[src/hdl/tld_pkg.sv]
// ----------------------------------------------------------------------------
// tld_pkg
// Shared widths, register indexes and interface structs of the thermal lying
// detector.
// ----------------------------------------------------------------------------
package tld_pkg;

   localparam int PIX_W      = 8;
   localparam int ROOM_W     = 2;
   localparam int ROW_IDX_W  = 3;
   localparam int RUN_W      = 4;
   localparam int CNT_W      = 8;
   localparam int CSR_DATA_W = 8;
   localparam int CSR_IDX_W  = 2;

   localparam logic [RUN_W-1:0] RUN_MAX = '1;
   localparam logic [CNT_W-1:0] CNT_MAX = '1;

   typedef enum logic [CSR_IDX_W-1:0] {
      CSR_HOT_LEVEL  = 2'd0,
      CSR_RUN_LENGTH = 2'd1,
      CSR_ON_FRAMES  = 2'd2,
      CSR_OFF_FRAMES = 2'd3
   } tld_csr_type;

   typedef struct packed {
      logic [PIX_W-1:0] hot_level;
      logic [RUN_W-1:0] run_length;
      logic [CNT_W-1:0] on_frames;
      logic [CNT_W-1:0] off_frames;
   } tld_cfg_type;

   typedef struct packed {
      logic take;
      logic last;
      logic line;
   } tld_scan_type;

   typedef struct packed {
      logic lying;
      logic changed;
   } tld_verdict_type;

endpackage

[src/hdl/tld_if.sv]
// ----------------------------------------------------------------------------
// tld_if
// Request and response channels of the thermal lying detector.
// ----------------------------------------------------------------------------
interface tld_req_if #(
   parameter int SIDE = 8
);
   logic                                valid;
   logic                                ready;
   logic [tld_pkg::ROOM_W-1:0]          room;
   logic [tld_pkg::ROW_IDX_W-1:0]       row_index;
   logic [SIDE*tld_pkg::PIX_W-1:0]      row_pixels;

   modport source  (output valid, room, row_index, row_pixels, input ready);
   modport sink    (input valid, room, row_index, row_pixels, output ready);
   modport monitor (input valid, ready, room, row_index, row_pixels);
endinterface

interface tld_rsp_if;
   logic                       valid;
   logic                       ready;
   logic [tld_pkg::ROOM_W-1:0] out_room;
   logic                       line_seen;
   logic                       lying;
   logic                       changed;

   modport source  (output valid, out_room, line_seen, lying, changed, input ready);
   modport sink    (input valid, out_room, line_seen, lying, changed, output ready);
   modport monitor (input valid, ready, out_room, line_seen, lying, changed);
endinterface

[src/hdl/tld_row_scan.sv]
// ----------------------------------------------------------------------------
// tld_row_scan
// Row and column run detection for one frame row, with the per-column run
// lengths and the frame line flag.
// ----------------------------------------------------------------------------
module tld_row_scan #(
   parameter int SIDE = 8
) (
   input  logic                              clock,
   input  logic                              reset,
   input  logic                              advance,
   input  tld_pkg::tld_cfg_type              cfg,
   input  logic [tld_pkg::ROW_IDX_W-1:0]     row_index,
   input  logic [SIDE*tld_pkg::PIX_W-1:0]    row_pixels,
   output tld_pkg::tld_scan_type             scan
);
   import tld_pkg::*;

   localparam logic [ROW_IDX_W-1:0] LAST_ROW = ROW_IDX_W'(SIDE - 1);

   logic [RUN_W-1:0] col_run_ff [SIDE];
   logic [RUN_W-1:0] col_run_in [SIDE];
   logic             frame_line_ff;
   logic             frame_line_in;
   logic [RUN_W-1:0] need;
   logic [RUN_W-1:0] row_run;
   logic [RUN_W-1:0] col_base;
   logic             first;
   logic             hot;

   assign need  = (cfg.run_length == '0) ? RUN_W'(1) : cfg.run_length;
   assign first = (row_index == '0);

   always_comb begin
      row_run       = '0;
      col_base      = '0;
      hot           = 1'b0;
      frame_line_in = frame_line_ff & ~first;
      for (int c = 0; c < SIDE; c++) begin
         hot      = (row_pixels[c*PIX_W +: PIX_W] >= cfg.hot_level);
         col_base = first ? '0 : col_run_ff[c];
         if (hot) begin
            row_run       = row_run + RUN_W'(1);
            col_run_in[c] = (col_base == RUN_MAX) ? col_base : col_base + RUN_W'(1);
            if (row_run >= need || col_run_in[c] >= need) begin
               frame_line_in = 1'b1;
            end
         end else begin
            row_run       = '0;
            col_run_in[c] = '0;
         end
      end
   end

   assign scan.take = (32'(row_index) < SIDE);
   assign scan.last = (row_index == LAST_ROW);
   assign scan.line = frame_line_in;

   always_ff @(posedge clock) begin
      if (reset) begin
         frame_line_ff <= 1'b0;
         for (int c = 0; c < SIDE; c++) begin
            col_run_ff[c] <= '0;
         end
      end else if (advance && scan.take) begin
         if (scan.last) begin
            frame_line_ff <= 1'b0;
            for (int c = 0; c < SIDE; c++) begin
               col_run_ff[c] <= '0;
            end
         end else begin
            frame_line_ff <= frame_line_in;
            for (int c = 0; c < SIDE; c++) begin
               col_run_ff[c] <= col_run_in[c];
            end
         end
      end
   end

endmodule

[src/hdl/tld_room_track.sv]
// ----------------------------------------------------------------------------
// tld_room_track
// Per-room hit and miss counters and lying state, updated at frame end.
// ----------------------------------------------------------------------------
module tld_room_track #(
   parameter int ROOMS = 4
) (
   input  logic                          clock,
   input  logic                          reset,
   input  logic                          update,
   input  tld_pkg::tld_cfg_type          cfg,
   input  logic [tld_pkg::ROOM_W-1:0]    room,
   input  logic                          line,
   output tld_pkg::tld_verdict_type      verdict
);
   import tld_pkg::*;

   logic [CNT_W-1:0] hit_ff   [ROOMS];
   logic [CNT_W-1:0] miss_ff  [ROOMS];
   logic             lying_ff [ROOMS];
   logic [CNT_W-1:0] hit_in;
   logic [CNT_W-1:0] miss_in;
   logic             lying_in;
   logic [CNT_W-1:0] sel_hit;
   logic [CNT_W-1:0] sel_miss;
   logic             sel_lying;
   logic             set_lying;
   logic             room_ok;

   assign room_ok = (32'(room) < ROOMS);

   always_comb begin
      sel_hit   = '0;
      sel_miss  = '0;
      sel_lying = 1'b0;
      for (int r = 0; r < ROOMS; r++) begin
         if (32'(room) == r) begin
            sel_hit   = hit_ff[r];
            sel_miss  = miss_ff[r];
            sel_lying = lying_ff[r];
         end
      end
   end

   always_comb begin
      if (line) begin
         hit_in  = (sel_hit == CNT_MAX) ? sel_hit : sel_hit + CNT_W'(1);
         miss_in = '0;
      end else begin
         hit_in  = '0;
         miss_in = (sel_miss == CNT_MAX) ? sel_miss : sel_miss + CNT_W'(1);
      end
      set_lying = sel_lying | (hit_in >= cfg.on_frames);
      lying_in  = set_lying & ~(miss_in >= cfg.off_frames);
   end

   assign verdict.lying   = room_ok & lying_in;
   assign verdict.changed = room_ok & (lying_in != sel_lying);

   always_ff @(posedge clock) begin
      if (reset) begin
         for (int r = 0; r < ROOMS; r++) begin
            hit_ff[r]   <= '0;
            miss_ff[r]  <= '0;
            lying_ff[r] <= 1'b0;
         end
      end else if (update) begin
         for (int r = 0; r < ROOMS; r++) begin
            if (32'(room) == r) begin
               hit_ff[r]   <= hit_in;
               miss_ff[r]  <= miss_in;
               lying_ff[r] <= lying_in;
            end
         end
      end
   end

endmodule

[src/hdl/thermal_lying_detector.sv]
// ----------------------------------------------------------------------------
// thermal_lying_detector
// Detects a person lying down from line-shaped heat in a thermal frame.
// ----------------------------------------------------------------------------
// One frame row is taken per request, one request per cycle with no bubbles
// while the input is not stalled. A request is registered, scanned for row
// and column runs and, when it is the last row of a frame, used to update
// that room's counters; the response is registered from that update and is
// held until it is taken. The row scan is combinational on the request
// register; only a held response stalls the input, and only when the
// waiting row ends a frame. Other rows give no response.
module thermal_lying_detector #(
   parameter int SIDE  = 8,
   parameter int ROOMS = 4
) (
   input  logic                              clock,
   input  logic                              reset,
   tld_req_if.sink                           req_chan,
   tld_rsp_if.source                         rsp_chan,
   input  logic                              csr_write_enable,
   input  logic [tld_pkg::CSR_IDX_W-1:0]     csr_index,
   input  logic [tld_pkg::CSR_DATA_W-1:0]    csr_write_data
);
   import tld_pkg::*;

   tld_cfg_type              cfg_ff;
   logic                     s1_valid_ff;
   logic [ROOM_W-1:0]        s1_room_ff;
   logic [ROW_IDX_W-1:0]     s1_row_ff;
   logic [SIDE*PIX_W-1:0]    s1_pix_ff;
   logic                     rsp_valid_ff;
   logic [ROOM_W-1:0]        rsp_room_ff;
   logic                     rsp_line_ff;
   logic                     rsp_lying_ff;
   logic                     rsp_changed_ff;
   logic                     advance;
   logic                     result_due;
   logic                     accept;
   tld_scan_type             scan;
   tld_verdict_type          verdict;

   assign result_due = scan.take & scan.last;
   assign advance    = s1_valid_ff & (~result_due | ~rsp_valid_ff | rsp_chan.ready);
   assign req_chan.ready = ~reset & (~s1_valid_ff | advance);
   assign accept     = req_chan.valid & req_chan.ready;

   always_ff @(posedge clock) begin
      if (reset) begin
         cfg_ff.hot_level  <= PIX_W'(2);
         cfg_ff.run_length <= RUN_W'(3);
         cfg_ff.on_frames  <= CNT_W'(5);
         cfg_ff.off_frames <= CNT_W'(5);
      end else if (csr_write_enable) begin
         unique case (tld_csr_type'(csr_index))
            CSR_HOT_LEVEL:  cfg_ff.hot_level  <= csr_write_data[PIX_W-1:0];
            CSR_RUN_LENGTH: cfg_ff.run_length <= csr_write_data[RUN_W-1:0];
            CSR_ON_FRAMES:  cfg_ff.on_frames  <= csr_write_data[CNT_W-1:0];
            CSR_OFF_FRAMES: cfg_ff.off_frames <= csr_write_data[CNT_W-1:0];
            default: ;
         endcase
      end
   end

   always_ff @(posedge clock) begin
      if (reset) begin
         s1_valid_ff <= 1'b0;
      end else if (accept) begin
         s1_valid_ff <= 1'b1;
      end else if (advance) begin
         s1_valid_ff <= 1'b0;
      end
   end

   always_ff @(posedge clock) begin
      if (accept) begin
         s1_room_ff <= req_chan.room;
         s1_row_ff  <= req_chan.row_index;
         s1_pix_ff  <= req_chan.row_pixels;
      end
   end

   tld_row_scan #(
      .SIDE (SIDE)
   ) u_row_scan (
      .clock      (clock),
      .reset      (reset),
      .advance    (advance),
      .cfg        (cfg_ff),
      .row_index  (s1_row_ff),
      .row_pixels (s1_pix_ff),
      .scan       (scan)
   );

   tld_room_track #(
      .ROOMS (ROOMS)
   ) u_room_track (
      .clock   (clock),
      .reset   (reset),
      .update  (advance & result_due),
      .cfg     (cfg_ff),
      .room    (s1_room_ff),
      .line    (scan.line),
      .verdict (verdict)
   );

   always_ff @(posedge clock) begin
      if (reset) begin
         rsp_valid_ff <= 1'b0;
      end else if (advance && result_due) begin
         rsp_valid_ff <= 1'b1;
      end else if (rsp_chan.ready) begin
         rsp_valid_ff <= 1'b0;
      end
   end

   always_ff @(posedge clock) begin
      if (advance && result_due) begin
         rsp_room_ff    <= s1_room_ff;
         rsp_line_ff    <= scan.line;
         rsp_lying_ff   <= verdict.lying;
         rsp_changed_ff <= verdict.changed;
      end
   end

   assign rsp_chan.valid     = rsp_valid_ff;
   assign rsp_chan.out_room  = rsp_room_ff;
   assign rsp_chan.line_seen = rsp_line_ff;
   assign rsp_chan.lying     = rsp_lying_ff;
   assign rsp_chan.changed   = rsp_changed_ff;

endmodule

[src/flat_wrapper.sv]
// flat-port wrapper written by rule: the top's interface ports become plain ports
module thermal_lying_detector_flat import tld_pkg::*;
#(
   parameter int SIDE  = 8,
   parameter int ROOMS = 4
)
  (clock, reset, csr_write_enable, csr_index, csr_write_data, req_chan_valid, req_chan_room, req_chan_row_index, req_chan_row_pixels, req_chan_ready, rsp_chan_valid, rsp_chan_out_room, rsp_chan_line_seen, rsp_chan_lying, rsp_chan_changed, rsp_chan_ready);
  tld_req_if #(.SIDE(SIDE)) req_chan_i ();
  tld_rsp_if rsp_chan_i ();
  input  logic clock;
  input  logic reset;
  input  logic csr_write_enable;
  input  logic [tld_pkg::CSR_IDX_W-1:0] csr_index;
  input  logic [tld_pkg::CSR_DATA_W-1:0] csr_write_data;
  input wire logic [$bits(req_chan_i.valid)-1:0] req_chan_valid;
  input wire logic [$bits(req_chan_i.room)-1:0] req_chan_room;
  input wire logic [$bits(req_chan_i.row_index)-1:0] req_chan_row_index;
  input wire logic [$bits(req_chan_i.row_pixels)-1:0] req_chan_row_pixels;
  output wire logic [$bits(req_chan_i.ready)-1:0] req_chan_ready;
  output wire logic [$bits(rsp_chan_i.valid)-1:0] rsp_chan_valid;
  output wire logic [$bits(rsp_chan_i.out_room)-1:0] rsp_chan_out_room;
  output wire logic [$bits(rsp_chan_i.line_seen)-1:0] rsp_chan_line_seen;
  output wire logic [$bits(rsp_chan_i.lying)-1:0] rsp_chan_lying;
  output wire logic [$bits(rsp_chan_i.changed)-1:0] rsp_chan_changed;
  input wire logic [$bits(rsp_chan_i.ready)-1:0] rsp_chan_ready;
  assign req_chan_i.valid = req_chan_valid;
  assign req_chan_i.room = req_chan_room;
  assign req_chan_i.row_index = req_chan_row_index;
  assign req_chan_i.row_pixels = req_chan_row_pixels;
  assign req_chan_ready = req_chan_i.ready;
  assign rsp_chan_valid = rsp_chan_i.valid;
  assign rsp_chan_out_room = rsp_chan_i.out_room;
  assign rsp_chan_line_seen = rsp_chan_i.line_seen;
  assign rsp_chan_lying = rsp_chan_i.lying;
  assign rsp_chan_changed = rsp_chan_i.changed;
  assign rsp_chan_i.ready = rsp_chan_ready;
  thermal_lying_detector #(.SIDE(SIDE), .ROOMS(ROOMS)) u_core (.clock(clock), .reset(reset), .req_chan(req_chan_i), .rsp_chan(rsp_chan_i), .csr_write_enable(csr_write_enable), .csr_index(csr_index), .csr_write_data(csr_write_data));
endmodule
[config.mk]
export PLATFORM = sky130hd
export DESIGN_NAME = thermal_lying_detector_flat
export DESIGN_NICKNAME = d
export VERILOG_FILES = /design/src/hdl/tld_pkg.sv /design/src/hdl/tld_if.sv /design/src/hdl/tld_row_scan.sv /design/src/hdl/tld_room_track.sv /design/src/hdl/thermal_lying_detector.sv /design/src/flat_wrapper.sv
export SDC_FILE = /design/constraint.sdc
export NUM_CORES = 1
export LEC_CHECK = 0
export BUFFER_PORTS_ARGS = -buffer_cell sky130_fd_sc_hd__buf_2
export CAP_MARGIN = 20
export CORE_MARGIN = 1
export CORE_UTILIZATION = 45
export CTS_CLUSTER_DIAMETER = 40
export CTS_CLUSTER_SIZE = 10
export DETAILED_ROUTE_END_ITERATION = 12
export GPL_TIMING_DRIVEN = 0
export PLACE_DENSITY = 0.69
export SLEW_MARGIN = 20
export SYNTH_ARGS = -nofsm -noshare
export SYNTH_HDL_FRONTEND = slang
export SYNTH_SLANG_ARGS = --single-unit
[constraint.sdc]
create_clock -name clock -period 6.01 [get_ports clock]
set_clock_uncertainty 0.2 [all_clocks]
set_input_delay 1.202 -clock clock [delete_from_list [all_inputs] [get_ports clock]]
set_output_delay 1.202 -clock clock [all_outputs]
set_load 0.1 [all_outputs]
==> results list, run 1 <==
* CP Class: register to register
- The final hold violation count was 0.
- The final reports fail on negative setup slack.
- For this run, the total global-route usage over all layers was measured as 0.213.
- Max Root-Sink Buffers: 3
- The later pin in the worst-skew pair is clocked with a latency of roughly 0.55 ns.
* Number of levels in the clock H-tree: 1
- Ys async rst share: 0
- WL/cell: approximately 18 µm
- The die is 165 µm tall.
- DRC violations left: 0
* Count of cells along the worst register-to-register path: 31
* Wire length of the first global-routing pass: approximately 45000 µm
* Data required time at the worst endpoint: 6.10 ns
* Clk slew on worst S/H paths: 0.06 ns
- Number of vias in the routed layout: 8870
- Most numerous cell in the Yosys netlist: sky130_fd_sc_hd__edfxtp_1
- The analysis attributes to cell leakage a power of 5.98 nW.
* Worst-Margin Slew: 0.861 ns
* Setup slack of the critical path after layout: -0.536 ns
* Fraction of the mapped netlist area in adder cells: 0.155
- RD Place Congestion: 0.831
* Inserted Diodes: 0
* Main combinational cell family by area after synthesis: simple AND/OR/NAND/NOR gates
* Yosys top cell area share: 0.426
* Register-to-register setup slack: -0.54 ns
* Area growth from synthesis to layout: 21.8%
* Max FO, Critical Path: 7
* Proportion of synthesized area in mux cells: 0.0436
- Leading area contributor after synthesis: sky130_fd_sc_hd__edfxtp_1
* Number of antenna violations at the first check in global routing: 0
* Total congestion overflow after global routing: 0
- Maxcap violations: 0
* Area after detailed placement: 0.0130 mm²
- At the worst endpoint, the arrival time is roughly 6.6 ns.
* Root Buffer: sky130_fd_sc_hd__clkbuf_16
- Reg-to-reg critical path endpoint: u_core.rsp_chan.changed
- Synth Instances: 1059
- Number of enable flip-flop cells after synthesis: 170
- At the end of the flow the core is filled with cells to 0.560.
* Final nets: 1453
- In this run the cell area of the synthesized design comes to 0.0120 mm².
- Input and output buffers added on the ports amount to 90.
* Pre-antenna DRT Iters: 5
* Top cells by area, synth: sky130_fd_sc_hd__edfxtp_1 (43%), sky130_fd_sc_hd__ha_1 (15%), sky130_fd_sc_hd__dfxtp_1 (5.8%)
* Outcome: complete, but fails checks
* Netlist cell types: 63
- The synthesized design contains about 210 register bits.
- Across the VDD grid, the largest voltage drop is 0.230 mV.
- Setup violations remaining at the end of the flow were counted as 6.
* Post-route fraction of the period consumed by the critical path: 1.09
- Post-synthesis sequential area ratio: 0.484
- Fraction of final layout cells with drive strength greater than 1: 0.231
- Adding up every negative setup slack in the final design gives -2.71 ns.
* Power per unit of standard cell area: 280 mW/mm²
* Final number of max-transition violations: 0
* Post-synth top flop: sky130_fd_sc_hd__edfxtp_1
- Largest stage delay on the critical path: between 0.4 and 0.5 ns
* Final standard cell area without fillers: 0.0146 mm²
- Crit path time final: ~6.5 ns
* Number of placed I/O pins: 91
* Antenna Nets Post-Route: 0
- STA classifies the critical path startpoint as a register.
- The startpoint identified for the worst register-to-register timing path is u_core.cfg_ff[23].
* TritonCTS Sinks: 205
- Most frequent cells after synthesis: sky130_fd_sc_hd__edfxtp_1 (170), sky130_fd_sc_hd__ha_1 (148), sky130_fd_sc_hd__nor2_1 (98)
- Worst min-delay path class: register to register
- A synthesized cell averages 11.3 µm².
* Headroom to the max-slew limit: 0.426
- Derived from the worst setup path, the maximum achievable clock frequency is about 150 MHz.
* Total Die Area: 0.0273 mm²
- Pin count of the biggest net entering global routing: 44
- In the routed layout, each cell is associated on average with a via count of 5.62.
* Clock tree from TritonCTS: done
- After the first detailed-routing iteration, the DRC count stood at around 630.
- CTS buffer count: 31
- The synthesized-area fraction occupied by ao, oa, aoi and oai cells is 0.104.
* Post-Syn Nets: 1291
- Number of global-route vias before repair: 8691
* Effective utilization at floorplan: 0.460
* Total Wirelength: 28400 µm
* Width of the die: 165 µm
- Endpoint class of the critical path: register
* Unrepaired setup endpoints after global routing: true
- End point of the critical path: u_core.rsp_chan.changed
- Row generation in the floorplan step produced 59 rows.
* Placeable core area: about 0.026 mm²
* Final hold slack: 0.256 ns
- The slowest stage of the critical path belongs to the cell sky130_fd_sc_hd__or4b_1.
- Half-perimeter wire length after detailed placement: 19600 µm
- Of the total synthesized cell area, the portion taken by XOR and XNOR cells is 0.0139.
* Area fraction in and, or, nand and nor cells after synthesis: 0.171
- During synthesis, Yosys emitted a total of 0 warnings.
- Worst setup path startpoint: u_core.cfg_ff[23]
## layout make-up
cell class	count	area, µm²
clock buffers	40	861
well taps	335	419
inverters	53	221
repair buffers	131	836
clock inverters	15	149
flip-flops and latches	205	5810
fillers	2113	11500
multi-input cells	766	6140
plain buffers	33	155
## power by group
| part | total, W | switching, W | internal [W] |
|---|---|---|---|
| Sequential | 0.00165 | 0.0000379 | 0.00162 |
| Clock | 0.00172 | 0.000631 | 0.00109 |
| Combinational | 0.000714 | 0.000395 | 0.000319 |
## routing by layer
| metal | part of all wire | global-route usage | vias up |
|---|---|---|---|
| li1 | - | - | 4294 |
| met1 | 0.45 | 0.296 | 4186 |
| met2 | 0.46 | 0.340 | 339 |
| met3 | 0.069 | 0.0315 | 51 |
| met4 | 0.023 | 0.0713 | 0 |
| met5 | 0 | 0 | - |
## cell families (layout without fill, tap and decap cells)
logic type	count (synthesis)	in the layout
and+or+nand+nor	394	394
DFF	205	205
AOI/OAI and AO/OA	175	175
adders and majority gates	148	148
buffers and inverters	88	272
muxes	30	30
xor gates and xnor gates	19	19
## worst min path at each step
stage | from | endpoint | slack (ns) | depth (start not counted)
2_1_floorplan | u_core.cfg_ff[16] | u_core.cfg_ff[16] | 0.23 | 1
3_3_place_gp | u_core.cfg_ff[13] | u_core.cfg_ff[13] | 0.25 | 2
3_5_place_dp | u_core.cfg_ff[13] | u_core.cfg_ff[13] | 0.25 | 2
4_1_cts | u_core.cfg_ff[13] | u_core.cfg_ff[13] | 0.25 | 2
5_1_grt | u_core.cfg_ff[16] | u_core.cfg_ff[16] | 0.27 | 1
6_report | u_core.cfg_ff[15] | u_core.cfg_ff[15] | 0.26 | 2
## cells in the final DEF, fill, tap and decap left out, types with 5 or more instances in the layout
master and instances:
sky130_fd_sc_hd__and2_1 25, sky130_fd_sc_hd__o211ai_1 6, sky130_fd_sc_hd__nor4_2 6, sky130_fd_sc_hd__nand2_1 55, sky130_fd_sc_hd__a21o_1 27, sky130_fd_sc_hd__buf_6 7, sky130_fd_sc_hd__clkbuf_16 33, sky130_fd_sc_hd__inv_1 40
sky130_fd_sc_hd__buf_2 93, sky130_fd_sc_hd__clkbuf_1 26, sky130_fd_sc_hd__edfxtp_1 170, sky130_fd_sc_hd__mux2_2 8, sky130_fd_sc_hd__clkinv_2 5, sky130_fd_sc_hd__nor2b_1 15, sky130_fd_sc_hd__a21oi_1 46, sky130_fd_sc_hd__a211oi_1 9
sky130_fd_sc_hd__a31oi_1 17, sky130_fd_sc_hd__ha_4 10, sky130_fd_sc_hd__ha_1 138, sky130_fd_sc_hd__a211o_1 7, sky130_fd_sc_hd__o21ai_0 20, sky130_fd_sc_hd__buf_4 33, sky130_fd_sc_hd__nor3b_1 6, sky130_fd_sc_hd__dfxtp_1 33
sky130_fd_sc_hd__mux2i_1 5, sky130_fd_sc_hd__nor3_1 60, sky130_fd_sc_hd__nor2_1 95, sky130_fd_sc_hd__mux4_2 17, sky130_fd_sc_hd__o21a_1 7, sky130_fd_sc_hd__nand3_1 31, sky130_fd_sc_hd__and3_1 20, sky130_fd_sc_hd__nand4_1 5
sky130_fd_sc_hd__nand2b_1 32, sky130_fd_sc_hd__inv_4 6, sky130_fd_sc_hd__nor4_1 9, sky130_fd_sc_hd__nand3b_1 6, sky130_fd_sc_hd__inv_2 5, sky130_fd_sc_hd__xor2_1 15
## per-stage QoR
| step | cells | total power [W] | worst slack, ns |
|---|---|---|---|
| after floorplan | 1059 | 0.00212 | 0.0126 |
| after global placement | 1484 | 0.00228 | -1.29 |
| after detailed placement | 1486 | 0.00230 | -1.43 |
| after CTS | 1572 | 0.00408 | -0.491 |
| after global routing | 1578 | 0.00426 | -0.781 |
| final | 1578 | 0.00409 | -0.536 |
## critical path: cells and delay by family, from the launching register on
kind	cells	cell delay, ns
AO/OA/AOI/OAI	11	2.16
XOR/XNOR	2	0.32
adder cells (fa/ha/maj)	4	1.00
buffers and inverters	7	0.90
flip-flops	1	0.35
AND/OR/NAND/NOR	7	1.34
## state kept, by name, summed over array words and instances (netlist names)
name / count
u_core.rsp_chan.lying: 1
u_core.rsp_chan.valid: 1
u_core.u_row_scan.col_run_ff: 32
u_core.rsp_chan.out_room: 2
u_core.rsp_chan.changed: 1
u_core.s1_pix_ff: 64
u_core.s1_row_ff: 3
u_core.u_row_scan.frame_line_ff: 1
u_core.s1_room_ff: 2
u_core.u_room_track.hit_ff: 32
u_core.s1_valid_ff: 1
u_core.u_room_track.lying_ff: 4
u_core.cfg_ff: 28
u_core.rsp_chan.line_seen: 1
u_core.u_room_track.miss_ff: 32
## what timing repair did
item,in CTS,in global routing
buffers inserted,33,6
gates resized for setup,42,14
cloned,0,1
endpoints found under the setup margin,6,6
hold buffers,0,0
pin swaps,31,28
No activity file was read; power rests on OpenSTA's default activity.
==> run 2, diff against run 1 <==
ABC_AREA = 1   (was default)
==> run 2 against run 1 <==
The run now ends clean. Largest cell class unchanged. Critical path type unchanged. Via count up 7.2%. Register-to-register slack better by 0.84 ns. Die area up 1.9%. Clock power up 9%. Wire length up 0.11%. Worst hold slack worse by 0.00052 ns. Critical path depth up 11.
==> results list, run 2 <==
- Setup slack of the critical path after layout: 0.303 ns (was -0.536 ns)
- The wire length of the first global-routing pass came to 44700 µm (was 44800 µm).
- The average footprint of a synthesized cell is 9.50 µm² (was 11.3 µm²).
- The TritonCTS clock tree is done (unchanged).
* Area growth from synthesis to layout: 23.2% (was 21.8%)
- The clock sink total came to 205 (unchanged).
* Maxcap violations: 0 (unchanged)
- The proportion of power drawn by the clock network was 0.432 (was 0.421).
* Largest stage delay on the critical path: 0.35 ns (was 0.49 ns)
- Insertion delay to the later sink of the worst-skew pair: 0.51 ns (was 0.55 ns)
- Netlist cell types: 53 (was 63)
* Synth Register Bits: 205 (unchanged)
* Number of levels in the clock H-tree: 2 (was 1)
* Slowest cell on the critical path: sky130_fd_sc_hd__dfxtp_1 (was sky130_fd_sc_hd__or4b_1)
* Setup crit start kind: register (unchanged)
* Worst-Margin Slew: 0.865 ns (was 0.861 ns)
- Post-synthesis sequential area ratio: 0.475 (was 0.484)
- Pre-antenna DRT Iters: 5 (unchanged)
- Final number of max-transition violations: 0 (unchanged)
- The top-level I/O count is 91 (unchanged).
* Combinational cell fraction of total power: 0.187 (was 0.175)
* Most numerous cell in the Yosys netlist: sky130_fd_sc_hd__nand2_1 (was sky130_fd_sc_hd__edfxtp_1)
- The pin count of the biggest net entering global routing is 26 (was 44).
* Global routing usage on met2: 0.353 (was 0.340)
* Most frequent cells after synthesis: sky130_fd_sc_hd__nand2_1 (251), sky130_fd_sc_hd__edfxtp_1 (170), sky130_fd_sc_hd__inv_1 (167) (was sky130_fd_sc_hd__edfxtp_1 (170), sky130_fd_sc_hd__ha_1 (148), sky130_fd_sc_hd__nor2_1 (98))
- The netlist area before placement was 0.0122 mm² (was 0.0120 mm²).
* IO Port Bufs: 89 (was 90)
* Register-to-register setup slack: 0.30 ns (was -0.54 ns)
* Via density: 5.22 (was 5.62)
- The net switching power of the design is 0.00120 W (was 0.00106 W).
- The total die area came to 0.0278 mm² (was 0.0273 mm²).
* Final nets: 1691 (was 1453)
- Effective utilization at floorplan: 0.463 (was 0.460)
- The count of routing violations after the opening detailed-route iteration was 577 (was 629).
- Post-route fraction of the period consumed by the critical path: 0.950 (was 1.09)
* CP Class: register to register (unchanged)
- Endpoint class of the critical path: register (unchanged)
- The cell type contributing the most total cell area after synthesis is sky130_fd_sc_hd__edfxtp_1 (unchanged).
* Width of the die: 167 µm (was 165 µm)
- The share of synthesized registers carrying an async set or reset was 0 (unchanged).
- Data required time at the worst endpoint: 6.05 ns (was 6.10 ns)
- RD Place Congestion: 0.803 (was 0.831)
- Synth Instances: 1285 (was 1059)
- The setup TNS was 0 ns (was -2.71 ns).
- Met1 GRT Util: 0.255 (was 0.296)
* Power per unit of standard cell area: 288 mW/mm² (was 280 mW/mm²)
* Number of vias in the routed layout: 9512 (was 8870)
* Largest Register: u_core.s1_pix_ff (unchanged)
- GRT met3 Usage: 0.0318 (was 0.0315)
* Placeable core area: 0.0264 mm² (was 0.0261 mm²)
- The arrival time of data at the critical path endpoint was 5.75 ns (was 6.63 ns).
- CP Buf/Inv Count: 8 (was 7)
- Yosys top cell area share: 0.418 (was 0.426)
- Top cells by area, synth: sky130_fd_sc_hd__edfxtp_1 (42%), sky130_fd_sc_hd__ha_1 (15%), sky130_fd_sc_hd__nand2_1 (7.7%) (was sky130_fd_sc_hd__edfxtp_1 (43%), sky130_fd_sc_hd__ha_1 (15%), sky130_fd_sc_hd__dfxtp_1 (5.8%))
- Antenna Nets Post-Route: 0 (unchanged)
* Number of flip-flops under the largest register name: 64 (unchanged)
* Placed instance count: 1716 (was 1486)
* Worst min-delay path class: register to register (unchanged)
* Synth Warn #: 0 (unchanged)
- Top Family by Delay on Critical Path: simple AND/OR/NAND/NOR gates (was compound AO/OA/AOI/OAI gates)
- Internal power: 0.00314 W (was 0.00303 W)
- Post-synth top flop: sky130_fd_sc_hd__edfxtp_1 (unchanged)
* Clk slew on worst S/H paths: 0.05 ns (was 0.06 ns)
* Filler-free cell count of the finished design: 1821 (was 1578)
- Final hold viol count: 0 (unchanged)
- The number of buffers between clock root and the deepest sink is 3 (unchanged).
* Total Wirelength: 28400 µm (about the same)
- Most used cells in the layout excluding fill and tap cells: sky130_fd_sc_hd__nand2_1 (231), sky130_fd_sc_hd__edfxtp_1 (170), sky130_fd_sc_hd__inv_1 (157) (was sky130_fd_sc_hd__edfxtp_1 (170), sky130_fd_sc_hd__ha_1 (138), sky130_fd_sc_hd__nor2_1 (95)).
- CTS buffer count: 35 (was 31)
- The global route total overflow came to 0 (unchanged).
- The clock period minus final worst setup slack is 5.71 ns (was 6.55 ns).
* Max FO, Critical Path: 9 (was 7)
- Inserted Diodes: 0 (unchanged)
- The wire length per cell is 15.6 µm (was 18.0 µm).
- The part of the total power dissipated in sequential elements came to 0.381 (was 0.404).
- The minimum setup slack after placement came to -0.235 ns (was -1.43 ns).
- The number of global-route vias before repair is 9132 (was 8691).
- Outcome: finished, final reports clean (was complete, but fails checks)
* Number of antenna violations at the first check in global routing: 0 (unchanged)
- Height of the die: 167 µm (was 165 µm)
- Global routing's busiest layer: met2 (unchanged)
* DRC violations left: 0 (unchanged)
- The placed wire-length estimate after detailed placement is 19900 µm (was 19600 µm).
* Worst vdd ir: 0.247 mV (was 0.230 mV)
- Fraction of final layout cells with drive strength greater than 1: 0.238 (was 0.231)
- The final setup violation count is 0 (was 6).
- The final-layout fill cell count came to 2120 (was 2113).
- Peak clock frequency supported by timing: 175 MHz (was 153 MHz)
- In this design, the critical path's most frequently occurring cell is sky130_fd_sc_hd__nand2_1.
* Floorplan row count: 59 (unchanged)
- Root Buffer: sky130_fd_sc_hd__clkbuf_16 (unchanged)
- The max-slew headroom at the worst pin came to 0.422 (was 0.426).
- Number of enable flip-flop cells after synthesis: 170 (unchanged)
- The number of nets produced by synthesis is 1517 (was 1291).
* Static Leak: 6.72 nW (was 5.98 nW)
* GRT Overall Usage: 0.202 (was 0.213)
- The commonest non-fill, non-tap cell in the layout was sky130_fd_sc_hd__nand2_1 (was sky130_fd_sc_hd__edfxtp_1).
* Net Sw Frac: 0.276 (was 0.260)
## run 2: changes by cell type after synthesis, sizes merged, moves of 26 or more
cell | previous run | this run
a21oi | 49 | 82
inv | 53 | 186
nor3 | 62 | 17
o21ai | 22 | 72
a21o | 27 | 1
nor2 | 98 | 124
nand2 | 56 | 264
nand2b | 36 | 0
and2 | 26 | 0
## run 2: worst paths after layout
| check | start | endpoint | cells after the start |
|---|---|---|---|
| min | u_core.cfg_ff[11] | u_core.cfg_ff[11] | 2 |
| min reg2reg | u_core.cfg_ff[11] | u_core.cfg_ff[11] | 2 |
| max reg2reg | u_core.cfg_ff[26] | u_core.rsp_chan.changed | 42 |
| max | u_core.cfg_ff[26] | u_core.rsp_chan.changed | 42 |
## run 2: area by class of cell
| type | count | area [µm²] | area share |
|---|---|---|---|
| plain buffers | 21 | 133 | 0.00882 |
| clock buffers | 53 | 1030 | 0.0688 |
| clock inverters | 11 | 87.6 | 0.00582 |
| inverters | 190 | 751 | 0.0499 |
| multi-input cells | 869 | 5880 | 0.391 |
| flip-flops and latches | 205 | 5820 | 0.387 |
| well taps | 335 | 419 | 0.0279 |
| repair buffers | 137 | 920 | 0.0611 |
## run 2: metal layers
| layer | vias up | wire length [µm] |
|---|---|---|
| met5 | - | 0 |
| li1 | 4724 | - |
| met3 | 49 | 1420 |
| met1 | 4491 | 12500 |
| met4 | 0 | 627 |
| met2 | 248 | 13800 |
## run 2: tightest hold or removal path, cell delays in order, from the launching register on
cell and delay (ns):
sky130_fd_sc_hd__dfxtp_1 0.29, sky130_fd_sc_hd__inv_1 0.06, sky130_fd_sc_hd__a21oi_1 0.06
## run 2: power groups by stage
stage	registers, W	logic [W]	clock network (W)
after floorplan	0.00167	0.000503	0
after global placement	0.00168	0.000659	0
after detailed placement	0.00168	0.000700	0
after CTS	0.00165	0.000721	0.00189
after global routing	0.00166	0.000915	0.00196
final	0.00165	0.000810	0.00187
## run 2: cells by family after synthesis
logic type	after synthesis	share of synthesized area
and+or+nand+nor	481	0.179
buffers and inverters	211	0.0695
DFF	205	0.475
AOI/OAI and AO/OA	204	0.0986
adders and majority gates	148	0.152
xor gates and xnor gates	36	0.0258
## run 2: repair_timing
action | in CTS | in global routing
setup endpoints to repair | 6 | 6
setup buffers | 12 | 29
hold buffers | 0 | 0
resized for setup | 10 | 84
pin swaps | 2 | 23
## run 2: per-stage QoR
| stage | area (µm²) | total power [W] | hold WS [ns] | util |
|---|---|---|---|---|
| CTS | 14500 | 0.00426 | 0.261 | 0.550 |
| global route | 15000 | 0.00453 | 0.278 | 0.571 |
| global placement | 13100 | 0.00234 | 0.247 | 0.496 |
| finish | 15000 | 0.00434 | 0.255 | 0.571 |
| floorplan | 12200 | 0.00218 | 0.223 | - |
| detailed placement | 13200 | 0.00238 | 0.249 | 0.502 |
==> run 3, diff against run 2 <==
PLACE_DENSITY = default   (was 0.69)
SETUP_SLACK_MARGIN = 0.05   (was default)
==> run 3 against run 2 <==
Maximum frequency up 1.1%. Critical endpoint unchanged. Global-route usage up 0.87 points. Non-clock buffer count unchanged. Critical path type unchanged. Largest power group unchanged. Power up 5.6%. Utilization up 0.38 points. Sequential share of layout area down 0.25 points. Critical path depth down 3.
==> results list, run 3 (synthesis gave the netlist of run 2 again) <==
* Height of the die: 167 µm (unchanged)
- The final period utilization is 0.939 (was 0.950).
* Clock tree from TritonCTS: done (unchanged)
- Number of levels in the clock H-tree: 2 (unchanged)
- Worst flop-to-flop path startpoint: u_core.cfg_ff[22] (was u_core.cfg_ff[26])
- The top-level I/O count is 91 (unchanged).
* WL/cell: 15.9 µm (was 15.6 µm)
- The total die area was 0.0278 mm² (unchanged).
- The worst hold path class is register to register (unchanged).
- The count of buffering cells on the critical path with inverters included was 9 (was 8).
* Clk slew on worst S/H paths: 0.05 ns (about the same)
- Area growth from synthesis to layout: 24.0% (was 23.2%)
- Width of the die: 167 µm (unchanged)
- Antenna Nets Post-Route: 0 (unchanged)
- The largest vdd supply drop is 0.222 mV (was 0.247 mV).
- The cell family contributing the most delay on the critical path was simple AND/OR/NAND/NOR gates (unchanged).
- The number of cells traversed by the worst register-to-register path came to 39 (was 42).
* Sink of the worst hold path: u_core.cfg_ff[16] (was u_core.cfg_ff[11])
- Proportion of power drawn by flip-flops and latches: 0.361 (was 0.381)
* Peak clock frequency supported by timing: 177 MHz (was 175 MHz)
- Most used cells in the layout excluding fill and tap cells: sky130_fd_sc_hd__nand2_1 (235), sky130_fd_sc_hd__edfxtp_1 (170), sky130_fd_sc_hd__inv_1 (157) (was sky130_fd_sc_hd__nand2_1 (231), sky130_fd_sc_hd__edfxtp_1 (170), sky130_fd_sc_hd__inv_1 (157))
- The total power divided by cell area is 302 mW/mm² (was 288 mW/mm²).
- Largest Register: u_core.s1_pix_ff (unchanged)
- Net Switching: 0.00123 W (was 0.00120 W)
- The biggest fanout along the worst timing path came to 10 (was 9).
- The cell area after placement came to 0.0132 mm² (about the same).
- Final standard cell area without fillers: 0.0151 mm² (was 0.0150 mm²)
- Final number of max-transition violations: 0 (unchanged)
* Maxcap violations: 0 (unchanged)
- The critical path required time was 6.06 ns (was 6.05 ns).
- Crit path time final: 5.64 ns (was 5.71 ns)
- The worst reg-to-reg setup slack is 0.37 ns (was 0.30 ns).
- Pre-antenna DRT Iters: 5 (unchanged)
- Static Leak: 6.78 nW (was 6.72 nW)
* Number of vias in the routed layout: 9285 (was 9512)
- Pin count of the biggest net entering global routing: 31 (was 26)
* Number of flip-flops under the largest register name: 64 (unchanged)
- Max Root-Sink Buffers: 3 (unchanged)
- The slew at the pin closest to its max-slew limit was 0.836 ns (was 0.865 ns).
- Root Buffer: sky130_fd_sc_hd__clkbuf_16 (unchanged)
* GRT Overall Usage: 0.211 (was 0.202)
- Wire length of the first global-routing pass: 46100 µm (was 44700 µm)
- Final nets: 1694 (was 1691)
- The final routed wirelength across all metal layers was 29000 µm (was 28400 µm).
- The number of buffers added on ports came to 89 (unchanged).
* Setup crit start kind: register (unchanged)
- Number of cells on the worst hold path: 2 (unchanged)
* Depth of the critical timing path with buffers and inverters included: 39 (was 42)
- The source-to-sink clock delay at the later pin of the worst-skew pair is 0.52 ns (was 0.51 ns).
- Endpoint class of the critical path: register (unchanged)
- The relative contribution of combinational cells to total power was 0.176 (was 0.187).
- The number of buffers inserted for hold repair after clock tree synthesis is 0 (unchanged).
- Critical Path Most Common Cell: sky130_fd_sc_hd__nand2_1 (unchanged)
- The source of the worst hold timing path was u_core.cfg_ff[16] (was u_core.cfg_ff[11]).
- Effective utilization at floorplan: 0.463 (unchanged)
- The switching power share of the total is 0.268 (was 0.276).
- Final hold slack: 0.252 ns (was 0.255 ns)
* Largest stage delay on the critical path: 0.36 ns (was 0.35 ns)
- Headroom to the max-slew limit: 0.442 (was 0.422)
- The proportion of power drawn by the clock network came to 0.463 (was 0.432).
- The internal cell power was 0.00335 W (was 0.00314 W).
- The mean number of vias per cell was 5.08 (was 5.22).
- The core outline area came to 0.0264 mm² (unchanged).
- DRC violations left: 0 (unchanged)
* Outcome: finished, final reports clean (unchanged)
- Endpoint arrival time on the critical path: 5.70 ns (was 5.75 ns)
- The number of core rows came to 59 (unchanged).
- CP Class: register to register (unchanged)
* TritonCTS Sinks: 205 (unchanged)
- Half-perimeter wire length after detailed placement: 20600 µm (was 19900 µm)
- The cell type of the slowest stage on the worst timing path is sky130_fd_sc_hd__dfxtp_1 (unchanged).
- The final setup violation count was 0 (unchanged).
- Number of antenna violations at the first check in global routing: 4 (was 0)
- Reg-to-reg critical path endpoint: u_core.rsp_chan.changed (unchanged)
* Fraction of final layout cells with drive strength greater than 1: 0.234 (was 0.238)
- The final hold violation count was 0 (unchanged).
- Share of the core filled with cells: 0.575 (was 0.571)
* CTS buffer count: 38 (was 35)
* Number of global-route vias before repair: 9000 (was 9132)
- RD Place Congestion: 0.857 (was 0.803)
- The commonest non-fill, non-tap cell in the layout is sky130_fd_sc_hd__nand2_1 (unchanged).
- Iter 0 DRT Violations: 511 (was 577)
* Total congestion overflow after global routing: 0 (unchanged)
## run 3: how the worst max path moves through the flow
stage                 startpoint                       to
3_5_place_dp   u_core.cfg_ff[21]  u_core.rsp_chan.changed
5_1_grt        u_core.cfg_ff[26]  u_core.rsp_chan.changed
6_report       u_core.cfg_ff[22]  u_core.rsp_chan.changed
4_1_cts        u_core.cfg_ff[25]  u_core.rsp_chan.changed
2_1_floorplan              reset      u_core.s1_pix_ff[0]
3_3_place_gp               reset     u_core.s1_room_ff[0]
## run 3: what timing repair did
action                     4_1_cts  5_1_grt
resized for setup               33       48
setup endpoints to repair        6        6
setup buffers                   17       25
pin swaps                        7       18
## run 3: worst reg2reg max path: cells and delay by family (launching register included)
family,cells,cell delay [ns]
simple gates,21,2.14
fa+ha+maj,4,1.16
buf+inv,9,0.85
compound gates,4,0.55
flops,1,0.36
xor+xnor,1,0.15
## run 3: power groups by stage
stage          Sequential (W)  Clock [W]  Combinational, W
2_1_floorplan         0.00167          0          0.000503
3_3_place_gp          0.00168          0          0.000674
3_5_place_dp          0.00168          0          0.000703
4_1_cts               0.00165    0.00215          0.000749
5_1_grt               0.00166    0.00222          0.000921
6_report              0.00165    0.00212          0.000807
## run 3: layout make-up
class,count,area (µm²)
fill,2310,11200
multi-input combinational,869,5830
sequential,205,5820
clock buffer,49,1010
timing repair buffer,137,917
inverter,190,748
tap,335,419
clock inverter,20,256
buffer,21,135
antenna,2,5.00
## run 3: stage by stage
stage	std cells	setup slack [ns]	total power [W]	TNS, ns
6_report	1828	0.367	0.00458	0
4_1_cts	1801	0.0605	0.00455	0
5_1_grt	1826	-0.0139	0.00481	-0.0194
3_5_place_dp	1715	-0.491	0.00238	-1.98
3_3_place_gp	1709	-1.07	0.00235	-75.46
2_1_floorplan	1285	0.649	0.00218	0
## run 3: routing by layer
layer	routed length, µm	part of all wire	track usage	up-vias
li1	-	-	-	4727
met1	13400	0.46	0.287	4282
met2	13300	0.46	0.341	227
met3	1710	0.059	0.0437	45
met4	561	0.019	0.0576	4
met5	16	0.00055	0	-
